<file path="src/rtl/segment_intersection_macros.svh">
// assertion macros for the segment intersection block
`ifndef SEGMENT_INTERSECTION_MACROS_SVH
`define SEGMENT_INTERSECTION_MACROS_SVH
`ifndef NO_ASSERTIONS
// checked while out of reset
`define SEGI_ASSERT(lbl, prop) \
  lbl: assert property (@(posedge clk) disable iff (rst) prop) else $error("segi check failed");
// checked on every edge, reset included
`define SEGI_ASSERT_ALWAYS(lbl, prop) \
  lbl: assert property (@(posedge clk) prop) else $error("segi check failed");
`else
`define SEGI_ASSERT(lbl, prop)
`define SEGI_ASSERT_ALWAYS(lbl, prop)
`endif
`endif

</file>
<file path="src/rtl/segi_pkg.sv">
// shared types and constants of the segment intersection block
package segi_pkg;

  localparam int OUT_W   = 32;
  localparam int QDEPTH  = 16;
  localparam int DIV_LAT = OUT_W + 2;

  typedef enum logic [1:0] {
    KIND_NONE    = 2'd0,
    KIND_POINT   = 2'd1,
    KIND_OVERLAP = 2'd2,
    KIND_DEGEN   = 2'd3
  } kind_t;

  typedef struct packed {
    kind_t kind;
    logic  ax;
  } ctl_t;

endpackage

</file>
<file path="src/rtl/segi_queue.sv">
// small fifo between the front and the back pipelines
`include "segment_intersection_macros.svh"
module segi_queue #(
  parameter int WIDTH = 64,
  parameter int DEPTH = 16
) (
  input  logic             clk,
  input  logic             rst,
  input  logic             push,
  input  logic [WIDTH-1:0] din,
  input  logic             pop,
  output logic [WIDTH-1:0] dout,
  output logic             empty
);
  import segi_pkg::*;

  localparam int PTR_W = $clog2(DEPTH);
  localparam int CNT_W = $clog2(DEPTH + 1);

  logic [WIDTH-1:0] mem [DEPTH];
  logic [PTR_W-1:0] wr_ptr, rd_ptr;
  logic [CNT_W-1:0] count;

  always_ff @(posedge clk) begin
    if (push) begin
      mem[wr_ptr] <= din;
    end
  end

  always_ff @(posedge clk) begin
    if (rst) begin
      wr_ptr <= '0;
      rd_ptr <= '0;
      count  <= '0;
    end else begin
      if (push) begin
        wr_ptr <= (wr_ptr == PTR_W'(DEPTH - 1)) ? '0 : wr_ptr + 1'b1;
      end
      if (pop) begin
        rd_ptr <= (rd_ptr == PTR_W'(DEPTH - 1)) ? '0 : rd_ptr + 1'b1;
      end
      count <= count + CNT_W'(push) - CNT_W'(pop);
    end
  end

  assign dout  = mem[rd_ptr];
  assign empty = (count == '0);

  `SEGI_ASSERT(a_no_overflow, push |-> (count < CNT_W'(DEPTH)))
  `SEGI_ASSERT(a_no_underflow, pop |-> (count != '0))
  `SEGI_ASSERT(a_empty_ptrs, (count == '0) |-> (rd_ptr == wr_ptr))

endmodule

</file>
<file path="config.mk">
export PLATFORM = sky130hd
export DESIGN_NAME = segi_queue
export DESIGN_NICKNAME = d
export VERILOG_FILES = /design/src/rtl/segi_pkg.sv /design/src/rtl/segi_queue.sv
export VERILOG_INCLUDE_DIRS = /design/src /design/src/rtl
export SDC_FILE = /design/constraint.sdc
export NUM_CORES = 1
export LEC_CHECK = 0
export BUFFER_PORTS_ARGS = -buffer_cell sky130_fd_sc_hd__buf_2
export CAP_MARGIN = 30
export CORE_UTILIZATION = 61
export DETAILED_ROUTE_END_ITERATION = 8
export PLACE_DENSITY = 0.86
export RECOVER_POWER = 50
export SLEW_MARGIN = 20
export SYNTH_ARGS = -nofsm -noshare
export SYNTH_HDL_FRONTEND = slang
export SYNTH_SLANG_ARGS = --single-unit
</file>
<file path="constraint.sdc">
create_clock -name clk -period 3.9 [get_ports clk]
set_clock_uncertainty 0.1 [all_clocks]
set_input_delay 0.585 -clock clk [delete_from_list [all_inputs] [get_ports clk]]
set_output_delay 0.585 -clock clk [all_outputs]
set_load 0.005 [all_outputs]
</file>
Word level (Yosys, flattened, before mapping)
Memories as Yosys holds them, arrays and structs flattened. A register that Yosys moved wholly into a read port is not among the register bits.
Index checks and enable logic that the tools add are counted.
- bits in read-only memories: 0
- output and inout bits: 65
- memories: 1
- input bits: 68
- latch bits: 0
- register bits: 13
- RAM bits: 1024
- word-level logic and storage cells: 17
- memory list (memory ; depth ; width ; read ports ; clocked after Yosys merged registers in ; wr ports ; line ; source):
    mem ; 16 ; 64 ; 1 ; 1 ; 1 ; segi_queue.sv:20 ; logic [WIDTH-1:0] mem [DEPTH];
- order comparisons: 0
- muxes and demuxes: 6
- $add $sub $neg: 4
- multipliers: 0
- shifts and indexed selects: 0
- reductions and logical operators: 1
- bitwise operators: 0
- div/mod/pow operators: 0
- eq/ne operators: 2
- operators with widths (operator ; count):
    $mux 4 ; 4
    $add 4x1->4 const B ; 2
    $eq 4x4->1 const B ; 2
    $add 5x1->5 ; 1
    $logic_not 5->1 ; 1
    $sub 5x1->5 ; 1
    $mux 1 ; 2

Depth between registers and ports, before layout
- depth in word-level cells: 4
- gate-level depth with buffers: 10
- mapped depth without buffers: 10

Worst setup path before layout
OpenSTA, ideal clock, no wires.
- kind: input port to flip-flop
- start point: in push
- end point: mem mem[0][0], enable pin
- data arrival time: 2.642 ns
- path buffers: 1
- data required time: 3.371 ns
- cell stages on the path: 3
- library setup time: 0.429 ns
- slack: 0.730 ns
- path through: clkbuf_1 nor3b_1 and2_1
- longest elaborated chain between the ends: 2
- RTL lines (item ; line ; source):
    from (decl) ; segi_queue.sv:9 ; input logic push,
    $mux 1 ; segi_queue.sv:25 ; if (push) begin
    $mux 1 (implied by the code) ; segi_queue.sv:26 ; mem[wr_ptr] <= din;
    to (decl) ; segi_queue.sv:20 ;
No other way between the ends.

==> results.cfg <==
[clocking]
cts_setup_buffers = 0
clk_latency_ps = 660
cts_tree = built
cts-root-buf = clkbuf_16
cts_hold_buffers = 0
numCtsBuffers = 99
clkTransAtPathRegs_ps = 60
htreeDepth = 3
cts.path.max_buffers = 3
clock-sinks = 1041
cts_resized = 0

[timing]
tightest_slew_ps = 2550
finalCritPeriodShare_pct = 95.7
hold_violations = 0
max_freq_mhz = 268
slew_headroom_pct = -70.1
drv_slew = 52
setup_viol = 0
setup-tns-final_ps = 0
rsz0062_at_grt = no
period_minus_slack_ps = 3730

[logic_synthesis]
syn_area_sq_um = 39100
ys_seq_area_share_pct = 79.5
avgSynthCellArea_sq_um = 23.5
synth_fp_nets = 1745
netlist_instances = 1665
yosys_warnings = 0
synth-seq-cells = 1041
ys_types = 31

[placed_design]
port_buffers = 132
hpwlAfterDp_mm = 46.0
gp_congestion = 0.727

[floorplan]
initial_core_util_pct = 61.9
num_io_pins = 133
core_sq_um = 63200
dieHeight_microns = 255
die_x_microns = 255
fp.dieArea_sq_um = 65100
rows = 92

[worst_setup_path]
path_buf_inv = 2
crit_type = register to output port
path_cells = buf_12, mux4_2, a22oi_1, nand2_1, buf_2
critPathLaunchType = register
crit_path_end_kind = output port
r2r_end = mem[13][45]
worst_ep_arrival_time_ps = 3050
worst-path-stages = 5
cpLargestDelayFamily = buffers and inverters
critPathSlowestCell = mux4_2
r2r_slack_ps = 260
crit_required_ps = 3210
r2r_start = wr_ptr[2]
crit_end = dout[3]
critPathMaxFanout = 54
slowest_delay_ps = 580
worstRegToRegCells = 3

[drt]
drtIter0Drc = 2939
vias = 19700
drt_first_pass_iters = 8
top_layer = met5
post_drt_wl_per_cell_microns = 35.0
viasPerCell = 7.05
met3_length_mm = 11.4
drc = 0
ant_nets = 0
wirelength_mm = 97.8
dr_wl_met2_mm = 49.5
wl_met1_mm = 33.2

[global_routing]
antenna_found_initial = 12
grt_pass1_vias = 20500
grt_pass1_wl_mm = 140
grt_max_degree = 68
grt.overflow.total = 0
grt.total_usage_pct = 31.0

[min_path]
min_from = rst
hp-class = input port to register
hold_path_depth = 2

[power_and_ir_drop]
swShare_pct = 21.5
intPower_uw = 18200
p_seq_share_pct = 53.9
ir_drop_mv = 0.403
switching_power_uw = 4990
clkPwrFrac_pct = 40.3
pwr-share-comb_pct = 5.9
p_leak_uw = 0.0137
power.density_nw_per_um2 = 525

[finish]
post-route-util_pct = 69.9
n_fill_cell = 3384
drive_above_1_share_pct = 27.4
final_net_count = 1944
area_growth_syn_to_layout_pct = 12.9
multi_input_area_sq_um = 7590
register_area_sq_um = 31100

[outcome]
status = finished with violations
violations = capacitance limit, slew limit

[run]
max-cap-violations = 2
[kinds of logic (layout without fill, tap and decap cells)]
family / Yosys count / after routing / share of synthesized area [%]
XOR/XNOR: 4 / 4 / 0.0896
flip-flops: 1041 / 1041 / 79.5
adder cells (fa/ha/maj): 12 / 12 / 0.403
multiplexers: 260 / 260 / 14.8
AND/OR/NAND/NOR: 114 / 114 / 1.31
other: 0 / 7 / 0
AO/OA/AOI/OAI: 138 / 138 / 2.60
buffers and inverters: 96 / 370 / 1.27
[cells in the final DEF (no fill, tap or decap), types with 2 or more instances in the layout]
| master | count |
|---|---|
| clkbuf_16 | 99 |
| clkinv_1 | 26 |
| ha_1 | 11 |
| mux4_2 | 256 |
| nor2b_1 | 3 |
| mux2i_1 | 2 |
| inv_6 | 3 |
| o21ai_0 | 2 |
| buf_12 | 25 |
| nand3_1 | 4 |
| clkbuf_1 | 80 |
| mux2_2 | 2 |
| and2_4 | 15 |
| a21oi_1 | 6 |
| buf_4 | 27 |
| clkinv_2 | 18 |
| nor3b_1 | 2 |
| clkinv_8 | 2 |
| nand2_1 | 71 |
| diode_2 | 7 |
| inv_1 | 10 |
| nor2b_4 | 2 |
| xor2_1 | 3 |
| dfxtp_4 | 2 |
| a22oi_1 | 128 |
| dfxtp_1 | 15 |
| bufinv_16 | 8 |
| nor2_1 | 9 |
| edfxtp_1 | 1024 |
| clkinvlp_4 | 3 |
| buf_2 | 68 |
[worst reg2reg max path, cell delays in order, from the launching register on]
cell     delay, ps
dfxtp_1        440
and3_1         280
and2_0        1890
buf_4          590
[cell type report]
| type | count | area share (%) |
|---|---|---|
| Antenna cell | 7 | 0.0397 |
| Clock buffer | 115 | 5.75 |
| Clock inverter | 61 | 1.20 |
| Inverter | 10 | 0.0850 |
| Multi-Input combinational cell | 528 | 17.2 |
| Sequential cell | 1041 | 70.4 |
| Tap cell | 846 | 2.40 |
| Timing Repair Buffer | 184 | 2.91 |
[state kept, by name (all words and copies together) (netlist names), named ones only]
signal and flops:
rd_ptr 4, count 5, mem 1024, wr_ptr 4
[cells in the mapped netlist, drive strengths merged]
cell / instances / area share (%)
nand2: 71 / 0.68
o21ai: 2 / 0.026
a22oi: 128 / 2.5
and3: 1 / 0.016
xnor2: 1 / 0.022
nor2: 10 / 0.096
and2: 17 / 0.27
and3b: 1 / 0.022
inv: 10 / 0.096
nor2b: 5 / 0.080
mux4: 256 / 15
xor2: 3 / 0.067
mux2: 2 / 0.058
ha: 11 / 0.35
dfxtp: 17 / 0.87
nor3: 1 / 0.013
a21oi: 6 / 0.077
or3: 1 / 0.016
nor4b: 1 / 0.022
mux2i: 2 / 0.051
edfxtp: 1024 / 79
o21bai: 1 / 0.019
nand3: 4 / 0.051
a21o: 1 / 0.019
buf: 47 / 0.80
nor3b: 2 / 0.038
clkbuf: 39 / 0.37
fa: 1 / 0.051
[power by group through the flow]
| stage | Clock, uW | Sequential [uW] | Combinational, uW |
|---|---|---|---|
| floorplan | 0 | 12700 | 834 |
| global placement | 0 | 12700 | 1260 |
| detailed placement | 0 | 12700 | 1320 |
| CTS | 9380 | 12500 | 1370 |
| global route | 9780 | 12500 | 1450 |
| finish | 9340 | 12500 | 1360 |
[worst min-delay path by stage]
stage,endpoint,slack [ps]
after detailed placement,rd_ptr[3],420
after global placement,rd_ptr[3],390
final,count[1],160
after global routing,wr_ptr[1],180
after floorplan,register,370
after CTS,wr_ptr[2],140
[metrics by stage]
step	instance area [sq um]	hold slack, ps	setup slack, ps	power (uW)	std cells
2_1_floorplan	39100	373	730	13500	1665
3_3_place_gp	41200	391	1020	14000	2609
3_5_place_dp	41200	422	956	14000	2609
4_1_cts	44200	138	145	23200	2785
5_1_grt	44100	180	75.4	23700	2788
6_report	44100	157	169	23200	2792
[routing by layer]
metal,track usage [%],up-vias
met1,40.7,10200
met2,50.7,1660
met4,13.6,12
met5,0,-
li1,-,7533
met3,6.64,274
Note: power is estimated with default switching activity, not from simulation.
